[src/sv/css_pkg.sv]
// Shared types, constants and helpers of the character-set string scanner.
`timescale 1ns / 1ps
`default_nettype none

package css_pkg;

  localparam int CHAR_W          = 8;
  localparam int POS_W           = 13;
  localparam int CFG_IDX_W       = 2;
  localparam int MAX_LEN_DEF     = 4096;
  localparam int QUEUE_DEPTH_DEF = 4;
  localparam int TABLE_DEPTH     = 1 << CHAR_W;

  localparam logic [POS_W-1:0]  DEPTH_MAX  = {POS_W{1'b1}};
  localparam logic [CHAR_W-1:0] OPEN_CHAR  = 8'h28;  // '('
  localparam logic [CHAR_W-1:0] CLOSE_CHAR = 8'h29;  // ')'

  // request kinds carried in tuser bit 0
  localparam logic REQ_SCAN  = 1'b0;
  localparam logic REQ_WRITE = 1'b1;

  // configuration register indexes
  localparam logic [CFG_IDX_W-1:0] CFG_SCAN_MODE = 2'd0;
  localparam logic [CFG_IDX_W-1:0] CFG_START_POS = 2'd1;
  localparam logic [CFG_IDX_W-1:0] CFG_END_POS   = 2'd2;

  typedef enum logic [1:0] {
    MODE_ANY  = 2'd0,
    MODE_MANY = 2'd1,
    MODE_UPTO = 2'd2,
    MODE_BAL  = 2'd3
  } scan_mode_t;

  // packed so that bit 0 is target, bit 1 open, bit 2 close
  typedef struct packed {
    logic cls;
    logic opn;
    logic tgt;
  } members_t;

  // one classified subject beat between front and back
  typedef struct packed {
    members_t mem;
    logic     last;
    logic     empty;
  } beat_t;

  // membership of a table entry that was never written
  function automatic members_t dflt_members(input logic [CHAR_W-1:0] ch);
    members_t m;
    m     = '0;
    m.opn = (ch == OPEN_CHAR);
    m.cls = (ch == CLOSE_CHAR);
    return m;
  endfunction

endpackage

`default_nettype wire

[src/sv/css_front.sv]
// Front end: accepts beats, owns the membership table, classifies subject bytes.
`timescale 1ns / 1ps
`default_nettype none

module css_front (
  input  wire logic             clk,
  input  wire logic             rst,
  input  wire logic             s_tvalid,
  output logic                  s_tready,
  input  wire logic [15:0]      s_tdata,   // char_value[7:0], member_bits[10:8], zero pad
  input  wire logic [1:0]       s_tuser,   // req_type[0], no_char[1]
  input  wire logic             s_tlast,   // last_char
  output logic                  push_valid,
  input  wire logic             push_ready,
  output css_pkg::beat_t        push_beat
);

  localparam int TD = css_pkg::TABLE_DEPTH;

  logic [2:0]                  tbl_mem [TD];
  logic [TD-1:0]               tbl_vld;
  logic [2:0]                  rd_bits;
  logic                        rd_vld;
  logic                        st_valid;
  logic [css_pkg::CHAR_W-1:0]  st_char;
  logic                        st_last;
  logic                        st_empty;

  logic                        accept;
  logic                        is_write;
  logic [css_pkg::CHAR_W-1:0]  in_char;

  assign in_char  = s_tdata[css_pkg::CHAR_W-1:0];
  assign is_write = (s_tuser[0] == css_pkg::REQ_WRITE);
  assign s_tready = !st_valid || push_ready;
  assign accept   = s_tvalid && s_tready;

  // table write port and registered read port
  always_ff @(posedge clk) begin
    if (accept && is_write) begin
      tbl_mem[in_char] <= s_tdata[css_pkg::CHAR_W+2:css_pkg::CHAR_W];
    end
    if (accept && !is_write) begin
      rd_bits <= tbl_mem[in_char];
      st_char <= in_char;
      st_last <= s_tlast;
      st_empty <= s_tuser[1];
    end
  end

  always_ff @(posedge clk) begin
    if (rst) begin
      tbl_vld  <= '0;
      rd_vld   <= 1'b0;
      st_valid <= 1'b0;
    end else begin
      if (accept && is_write) begin
        tbl_vld[in_char] <= 1'b1;
      end
      if (accept && !is_write) begin
        rd_vld   <= tbl_vld[in_char];
        st_valid <= 1'b1;
      end else if (push_ready) begin
        st_valid <= 1'b0;
      end
    end
  end

  always_comb begin
    push_valid      = st_valid;
    push_beat.mem   = rd_vld ? css_pkg::members_t'(rd_bits)
                             : css_pkg::dflt_members(st_char);
    push_beat.last  = st_last;
    push_beat.empty = st_empty;
  end

endmodule

`default_nettype wire

[src/sv/css_fifo.sv]
// Short queue of classified beats between front and back.
`timescale 1ns / 1ps
`default_nettype none

module css_fifo #(
  parameter int DEPTH = css_pkg::QUEUE_DEPTH_DEF
) (
  input  wire logic            clk,
  input  wire logic            rst,
  input  wire logic            push_valid,
  output logic                 push_ready,
  input  wire css_pkg::beat_t  push_beat,
  output logic                 pop_valid,
  input  wire logic            pop_ready,
  output css_pkg::beat_t       pop_beat
);

  localparam int PTR_W = (DEPTH > 1) ? $clog2(DEPTH) : 1;
  localparam int CNT_W = $clog2(DEPTH + 1);

  css_pkg::beat_t   slots [DEPTH];
  logic [PTR_W-1:0] wr_ptr;
  logic [PTR_W-1:0] rd_ptr;
  logic [CNT_W-1:0] count;
  logic             do_push;
  logic             do_pop;

  assign push_ready = (count != CNT_W'(DEPTH));
  assign pop_valid  = (count != '0);
  assign pop_beat   = slots[rd_ptr];
  assign do_push    = push_valid && push_ready;
  assign do_pop     = pop_valid && pop_ready;

  always_ff @(posedge clk) begin
    if (do_push) begin
      slots[wr_ptr] <= push_beat;
    end
  end

  always_ff @(posedge clk) begin
    if (rst) begin
      wr_ptr <= '0;
      rd_ptr <= '0;
      count  <= '0;
    end else begin
      if (do_push) begin
        wr_ptr <= (wr_ptr == PTR_W'(DEPTH - 1)) ? '0 : wr_ptr + 1'b1;
      end
      if (do_pop) begin
        rd_ptr <= (rd_ptr == PTR_W'(DEPTH - 1)) ? '0 : rd_ptr + 1'b1;
      end
      if (do_push && !do_pop) begin
        count <= count + 1'b1;
      end else if (do_pop && !do_push) begin
        count <= count - 1'b1;
      end
    end
  end

  a_count_bound: assert property (@(posedge clk) disable iff (rst)
    count <= CNT_W'(DEPTH))
    else $error("queue count above depth");

  a_push_grows: assert property (@(posedge clk) disable iff (rst)
    (do_push && !do_pop) |=> (count == $past(count) + 1'b1))
    else $error("queue count did not grow on push");

  a_reset_empty: assert property (@(posedge clk)
    rst |=> (count == '0 && wr_ptr == rd_ptr))
    else $error("queue not empty after reset");

endmodule

`default_nettype wire

[src/sv/css_back.sv]
// Back end: configuration registers, scan engine and result register.
`timescale 1ns / 1ps
`default_nettype none

module css_back #(
  parameter int MAX_LEN = css_pkg::MAX_LEN_DEF
) (
  input  wire logic                             clk,
  input  wire logic                             rst,
  input  wire logic                             cfg_we,
  input  wire logic [css_pkg::CFG_IDX_W-1:0]    cfg_index,
  input  wire logic [css_pkg::POS_W-1:0]        cfg_wdata,
  input  wire logic                             pop_valid,
  output logic                                  pop_ready,
  input  wire css_pkg::beat_t                   pop_beat,
  output logic                                  m_tvalid,
  input  wire logic                             m_tready,
  output logic [15:0]                           m_tdata   // success[0], result_pos[13:1]
);

  localparam int POS_W = css_pkg::POS_W;
  localparam int IDX_W = $clog2(MAX_LEN + 1);
  localparam int CMP_W = (IDX_W > POS_W) ? IDX_W : POS_W;

  css_pkg::scan_mode_t scan_mode;
  logic [POS_W-1:0]    start_pos;
  logic [POS_W-1:0]    end_pos;

  logic [IDX_W-1:0]    char_index, char_index_next;
  logic [POS_W-1:0]    nest_depth, nest_depth_next;
  logic                decided, decided_next;
  logic                held_success, held_success_next;
  logic [POS_W-1:0]    held_pos, held_pos_next;
  logic                out_success;
  logic [POS_W-1:0]    out_pos;

  logic                pop;
  logic                emit;
  logic [CMP_W-1:0]    q_c;
  logic [CMP_W-1:0]    start_c;
  logic [CMP_W-1:0]    start_eff;
  logic                in_win;
  logic                before_start;
  logic [POS_W-1:0]    pos_q;
  logic [POS_W-1:0]    pos_q1;

  assign pop_ready = !m_tvalid || m_tready;
  assign pop       = pop_valid && pop_ready;

  always_ff @(posedge clk) begin
    if (rst) begin
      scan_mode <= css_pkg::MODE_ANY;
      start_pos <= POS_W'(1);
      end_pos   <= '0;
    end else if (cfg_we) begin
      case (cfg_index)
        css_pkg::CFG_SCAN_MODE: scan_mode <= css_pkg::scan_mode_t'(cfg_wdata[1:0]);
        css_pkg::CFG_START_POS: start_pos <= cfg_wdata;
        css_pkg::CFG_END_POS:   end_pos   <= cfg_wdata;
        default: ;
      endcase
    end
  end

  // position of the byte at the head of the queue
  always_comb begin
    q_c          = CMP_W'(char_index) + 1'b1;
    start_c      = CMP_W'(start_pos);
    start_eff    = (start_pos == '0) ? CMP_W'(1) : start_c;
    in_win       = (end_pos == '0) || (q_c < CMP_W'(end_pos));
    pos_q        = POS_W'(q_c);
    pos_q1       = POS_W'(q_c + 1'b1);
    before_start = (q_c < start_eff);
  end

  always_comb begin
    char_index_next   = char_index;
    nest_depth_next   = nest_depth;
    decided_next      = decided;
    held_success_next = held_success;
    held_pos_next     = held_pos;
    emit              = 1'b0;
    if (pop) begin
      if (pop_beat.empty) begin
        emit = 1'b1;
      end else begin
        if (char_index < IDX_W'(MAX_LEN)) begin
          char_index_next = char_index + 1'b1;
          if (!decided) begin
            case (scan_mode)
              css_pkg::MODE_ANY: begin
                if (start_pos == '0) begin
                  decided_next = 1'b1;
                end else if (!before_start) begin
                  if (in_win && pop_beat.mem.tgt) begin
                    held_success_next = 1'b1;
                    held_pos_next     = pos_q1;
                  end
                  decided_next = 1'b1;
                end
              end
              css_pkg::MODE_MANY: begin
                if (start_pos == '0) begin
                  decided_next = 1'b1;
                end else if (!before_start) begin
                  // extend the run, or close it where it stands
                  if (in_win && pop_beat.mem.tgt) begin
                    held_success_next = 1'b1;
                    held_pos_next     = pos_q1;
                  end else begin
                    decided_next = 1'b1;
                  end
                end
              end
              css_pkg::MODE_UPTO: begin
                if (!before_start) begin
                  if (!in_win) begin
                    decided_next = 1'b1;
                  end else if (pop_beat.mem.tgt) begin
                    held_success_next = 1'b1;
                    held_pos_next     = pos_q;
                    decided_next      = 1'b1;
                  end
                end
              end
              default: begin
                if (!before_start) begin
                  if (!in_win) begin
                    decided_next = 1'b1;
                  end else if (pop_beat.mem.opn) begin
                    if (nest_depth < css_pkg::DEPTH_MAX) begin
                      nest_depth_next = nest_depth + 1'b1;
                    end
                  end else if (pop_beat.mem.cls && nest_depth != '0) begin
                    nest_depth_next = nest_depth - 1'b1;
                  end else if (nest_depth == '0 && pop_beat.mem.tgt) begin
                    // unmatched close falls through to here
                    held_success_next = 1'b1;
                    held_pos_next     = pos_q;
                    decided_next      = 1'b1;
                  end
                end
              end
            endcase
          end
        end
        emit = pop_beat.last;
      end
    end
    out_success = held_success_next;
    out_pos     = held_success_next ? held_pos_next : '0;
  end

  always_ff @(posedge clk) begin
    if (rst) begin
      char_index   <= '0;
      nest_depth   <= '0;
      decided      <= 1'b0;
      held_success <= 1'b0;
      held_pos     <= '0;
      m_tvalid     <= 1'b0;
    end else begin
      if (emit) begin
        char_index   <= '0;
        nest_depth   <= '0;
        decided      <= 1'b0;
        held_success <= 1'b0;
        held_pos     <= '0;
      end else begin
        char_index   <= char_index_next;
        nest_depth   <= nest_depth_next;
        decided      <= decided_next;
        held_success <= held_success_next;
        held_pos     <= held_pos_next;
      end
      if (emit) begin
        m_tvalid <= 1'b1;
      end else if (m_tready) begin
        m_tvalid <= 1'b0;
      end
    end
  end

  always_ff @(posedge clk) begin
    if (emit) begin
      m_tdata <= {2'b00, out_pos, out_success};
    end
  end

  a_index_bound: assert property (@(posedge clk) disable iff (rst)
    char_index <= IDX_W'(MAX_LEN))
    else $error("char index above maximum length");

  a_empty_emits: assert property (@(posedge clk) disable iff (rst)
    (pop && pop_beat.empty) |=> (m_tvalid && char_index == '0 && !decided))
    else $error("empty subject gave no result");

  a_fail_pos_zero: assert property (@(posedge clk) disable iff (rst)
    (m_tvalid && !m_tdata[0]) |-> (m_tdata[POS_W:1] == '0))
    else $error("failed scan carries a position");

endmodule

`default_nettype wire

[src/sv/cset_string_scanner_unit.sv]
// Top level of the character-set string scanner.
`timescale 1ns / 1ps
`default_nettype none

// Runs one of the any, many, upto or balanced scans over a subject that
// streams in one byte per beat, and returns one result beat (success and
// one-based position) on the beat marked tlast or on an empty-subject beat.
// Beats with tuser[0] set load one entry of the 256-entry membership table
// (target, open, close) and give no result; later bytes see the new entry.
// The block takes one beat per cycle while the result side keeps up; a
// stalled result side fills the queue and then drops s_tready. A result
// passes the registered table read in the front end, the beat queue, and
// the scan engine that updates position, depth and outcome. The queue lets
// the front keep taking beats while the result side is stalled, until full.
// Configuration writes take effect at once and are meant for idle periods.

module cset_string_scanner_unit #(
  parameter int MAX_LEN     = css_pkg::MAX_LEN_DEF,
  parameter int QUEUE_DEPTH = css_pkg::QUEUE_DEPTH_DEF
) (
  input  wire logic                           clk,
  input  wire logic                           rst,
  input  wire logic                           cfg_we,
  input  wire logic [css_pkg::CFG_IDX_W-1:0]  cfg_index,
  input  wire logic [css_pkg::POS_W-1:0]      cfg_wdata,
  input  wire logic                           s_tvalid,
  output logic                                s_tready,
  input  wire logic [15:0]                    s_tdata,   // char_value[7:0], member_bits[10:8]
  input  wire logic [1:0]                     s_tuser,   // req_type[0], no_char[1]
  input  wire logic                           s_tlast,   // last_char
  output logic                                m_tvalid,
  input  wire logic                           m_tready,
  output logic [15:0]                         m_tdata    // success[0], result_pos[13:1]
);

  logic           push_valid;
  logic           push_ready;
  css_pkg::beat_t push_beat;
  logic           pop_valid;
  logic           pop_ready;
  css_pkg::beat_t pop_beat;

  css_front u_front (
    .clk        (clk),
    .rst        (rst),
    .s_tvalid   (s_tvalid),
    .s_tready   (s_tready),
    .s_tdata    (s_tdata),
    .s_tuser    (s_tuser),
    .s_tlast    (s_tlast),
    .push_valid (push_valid),
    .push_ready (push_ready),
    .push_beat  (push_beat)
  );

  css_fifo #(
    .DEPTH (QUEUE_DEPTH)
  ) u_fifo (
    .clk        (clk),
    .rst        (rst),
    .push_valid (push_valid),
    .push_ready (push_ready),
    .push_beat  (push_beat),
    .pop_valid  (pop_valid),
    .pop_ready  (pop_ready),
    .pop_beat   (pop_beat)
  );

  css_back #(
    .MAX_LEN (MAX_LEN)
  ) u_back (
    .clk       (clk),
    .rst       (rst),
    .cfg_we    (cfg_we),
    .cfg_index (cfg_index),
    .cfg_wdata (cfg_wdata),
    .pop_valid (pop_valid),
    .pop_ready (pop_ready),
    .pop_beat  (pop_beat),
    .m_tvalid  (m_tvalid),
    .m_tready  (m_tready),
    .m_tdata   (m_tdata)
  );

endmodule

`default_nettype wire
[config.mk]
export PLATFORM = sky130hd
export DESIGN_NAME = cset_string_scanner_unit
export DESIGN_NICKNAME = d
export VERILOG_FILES = /design/src/sv/css_pkg.sv /design/src/sv/css_front.sv /design/src/sv/css_fifo.sv /design/src/sv/css_back.sv /design/src/sv/cset_string_scanner_unit.sv
export SDC_FILE = /design/constraint.sdc
export NUM_CORES = 2
export LEC_CHECK = 0
export BUFFER_PORTS_ARGS = -buffer_cell sky130_fd_sc_hd__buf_4
export CAP_MARGIN = 20
export CORE_MARGIN = 2
export CORE_UTILIZATION = 60
export DETAILED_ROUTE_END_ITERATION = 10
export PLACE_DENSITY = 0.76
export SETUP_SLACK_MARGIN = 0.3
export SLEW_MARGIN = 40
export SYNTH_ARGS = -nofsm -noshare
export SYNTH_HDL_FRONTEND = slang
export SYNTH_HIERARCHICAL = 1
export SYNTH_SLANG_ARGS = --single-unit
[constraint.sdc]
create_clock -name clk -period 6.42 [get_ports clk]
set_input_delay 0.963 -clock clk [delete_from_list [all_inputs] [get_ports clk]]
set_output_delay 0.963 -clock clk [all_outputs]
set_load 0.05 [all_outputs]
==> reports/summary.txt <==
Site Rows: 103
final worst slack: 1.13 ns
number of max-cap violations: 0
DR DRC count: 0
Pins Over Slew Limit: 0
Pre-antenna DRT Iters: 6
count leader, synth: edfxtp_1
postcts setup bufs: 0
Inst Count DP: 4,182
post-route ant nets: 0
average wire per standard cell: 25.7 µm
htree depth: 3
Initial Util: 60.3%
RSZ-0062 raised after global routing: false
pre-CTS setup slack: 1.23 ns
die span in x: 285 µm
Clock Tree Root: clkbuf_16
Worst-Margin Slew: 0.940 ns
CP max FO: 13
Hold WC Path Type: reg2reg
DRT Wirelength: 113,000 µm
Cell Area, Synth: 47,300 µm²
Final Hold Violating Endpoints: 0
Ant. Diodes: 0
CTS tree: yes
crit path from: u_back/char_index[0]
clk buf depth: 3
worst rel slew slack: 37.1%
post-route setup TNS: 0 ns
clk_skew: 0.0283 ns
reg2reg start: u_back/char_index[0]
VDD IR max: 0.254 mV
worst skew pair latency: 0.67 ns
R2R Setup Slk: 1.13 ns
Fill cells: 5,124
CTS Buf Count: 111
switching pwr: 0.00394 W
startpoint types: register
Int Power: 0.0125 W
crit end category: register
Total GRT Usage: 27.9%
Period minus WS final: 5.29 ns
Worst Path Required: 6.80 ns
Reg power frac: 49.6%
vias per std cell: 6.48
Core Region: 78,500 µm²
clock group share of total power: 39.9%
Clock Sinks: 1,152
initial detailed-routing violation count: 3,311
Switching Share: 24.0%
synth cell count leaders: edfxtp_1 (815), nor2_1 (813), dfxtp_1 (337), mux4_2 (276), nand2_1 (131)
Setup Viol. Count Final: 0
Synth Instances: 3,238
CTS clk-pin slew, worst paths: 0.06 ns
share of layout cells above drive strength 1: 18.4%
leakage: 17.2 nW
PostCTS Resize Cnt: 0
Critical Path End: u_back/m_tdata[12]
cell accounting for the most synthesized area: edfxtp_1
critical path class: reg2reg
vias in the first global route: 28,607
first-pass GRT wire length: 172,000 µm
yosys warns: 6
ys async rst share: 0%
initial antenna violation count: 0
input/output buffers: 49
num ports: 57
largest net degree at the start of global routing: 142
Post-synth EDFFs: 815
CP arrival: 5.67 ns
met3 GRT Util: 5.61%
top cell type's share of synthesized area: 51.7%
Routability Congestion: 0.921
main area contributors after synthesis: edfxtp_1 (52%), dfxtp_1 (14%), mux4_2 (13%)
GR Layer Usage met1: 37.9%
Hold WS: 0.468 ns
Post-DP HPWL: 67,800 µm
sequential fraction of the synthesis area: 65.9%
FF-to-FF End: u_back/m_tdata[12]
worst-case reg-to-reg path depth: 15
Synth Flop Type: edfxtp_1
vias post-DR: 28,451
Logic pwr share: 10.5%
Fmax: 189 MHz
fin crit share: 82.4%
nets@finish: 3,324
hold buffers post-CTS: 0
global route hottest layer: met2
P per Cell Area: 314 nW/µm²
grt total ovfl: 0
Die Ht: 285 µm
post-synthesis average cell area: 14.6 µm²
Post-Layout Cell Count: 4,393
die footprint: 81,200 µm²
status: finished, final reports clean
GRT met2 Usage: 45.3%
Synth Register Bits: 1,152
Unique masters post-synth: 91
Area Growth Syn to Fin: 10.3%
-- power groups by stage --
stage,clock network (W),logic [W],registers (W)
after floorplan,0,0.00107,0.00841
after global placement,0,0.00164,0.00829
after detailed placement,0,0.00169,0.00829
after CTS,0.00661,0.00170,0.00813
after global routing,0.00690,0.00183,0.00814
final,0.00654,0.00172,0.00813
-- worst max-delay path, cell delays in order, from the launching register on --
cell	delay, ns
dfxtp_1	0.56
ha_1	0.39
nand3_1	0.19
nor2_1	0.21
xor2_1	0.49
ha_1	0.38
a21oi_1	0.13
and3_1	0.16
o21a_1	0.15
nor3b_1	0.06
o31ai_1	0.67
nand4_1	0.58
nor2_1	0.47
o21ai_0	0.14
a221oi_1	0.35
nor2_1	0.09
-- per-stage QoR --
stage	power [W]	util (%)	cell area (µm²)
finish	0.0164	66.5	52200
global route	0.0169	66.5	52200
CTS	0.0164	66.4	52100
detailed placement	0.00998	61.7	48400
global placement	0.00993	61.6	48400
floorplan	0.00948	-	47300
-- worst min-delay path by stage --
stage                                    start                   end  slack (ns)  depth (start not counted)
after floorplan           u_front/tbl_vld[233]  u_front/tbl_vld[233]        0.43                          2
after global placement    u_front/tbl_vld[102]  u_front/tbl_vld[102]        0.44                          2
after detailed placement   u_front/tbl_vld[74]   u_front/tbl_vld[74]        0.46                          2
after CTS                           s_tuser[1]      u_front/st_empty        0.44                          1
after global routing                s_tuser[1]      u_front/st_empty        0.45                          1
final                     u_front/tbl_vld[155]  u_front/tbl_vld[155]        0.47                          2
-- kinds of logic (layout without fill, tap and decap cells) --
logic type,count (synthesis),after routing,share of synthesized area (%)
other,1,2,0.00792
adders and majority gates,41,41,1.10
muxes,366,366,15.3
DFF,1152,1152,65.9
xor gates and xnor gates,48,48,1.02
AOI/OAI and AO/OA,262,262,3.95
and+or+nand+nor,1131,1131,10.0
buffers and inverters,237,341,2.67
-- layout make-up --
class                   count  area [µm²]  share of cell area, %
clock buffers             158        3140                   6.01
clock inverters            52         567                   1.09
inverters                  45         169                  0.324
multi-input cells        1850       15000                   28.7
flip-flops and latches   1152       31200                   59.8
well taps                1050        1310                   2.52
repair buffers             86         820                   1.57
-- cells in the final DEF, fill, tap and decap left out, types with 20 or more instances in the layout --
cell type	instances
buf_4	69
o21ba_2	30
nor2_1	810
clkbuf_16	113
ha_1	37
a21oi_1	75
edfxtp_1	815
nor3_1	23
xnor2_1	25
clkbuf_1	31
mux4_2	276
o21ai_0	27
a22oi_1	24
inv_1	44
mux2i_1	76
nand2_1	121
nor2b_1	20
nand3_1	28
clkinv_2	21
dfxtp_1	337
-- per-layer routing --
metal  up-vias  part of all wire (%)
met2      1681                    49
met5         -                     0
li1      12122                     -
met4         0                   3.5
met3       265                    10
met1     14383                    37
-- state kept, by name, indices dropped and copies added (netlist names), 13 cells and up, named ones only --
signal             flops
u_back/nest_depth     13
u_back/m_tdata        14
u_front/tbl_mem      768
u_back/held_pos       13
u_front/tbl_vld      256
u_back/start_c        13
u_back/char_index     13
u_back/end_pos        13
u_fifo/slots          20
(Power assumes the default switching activity.)
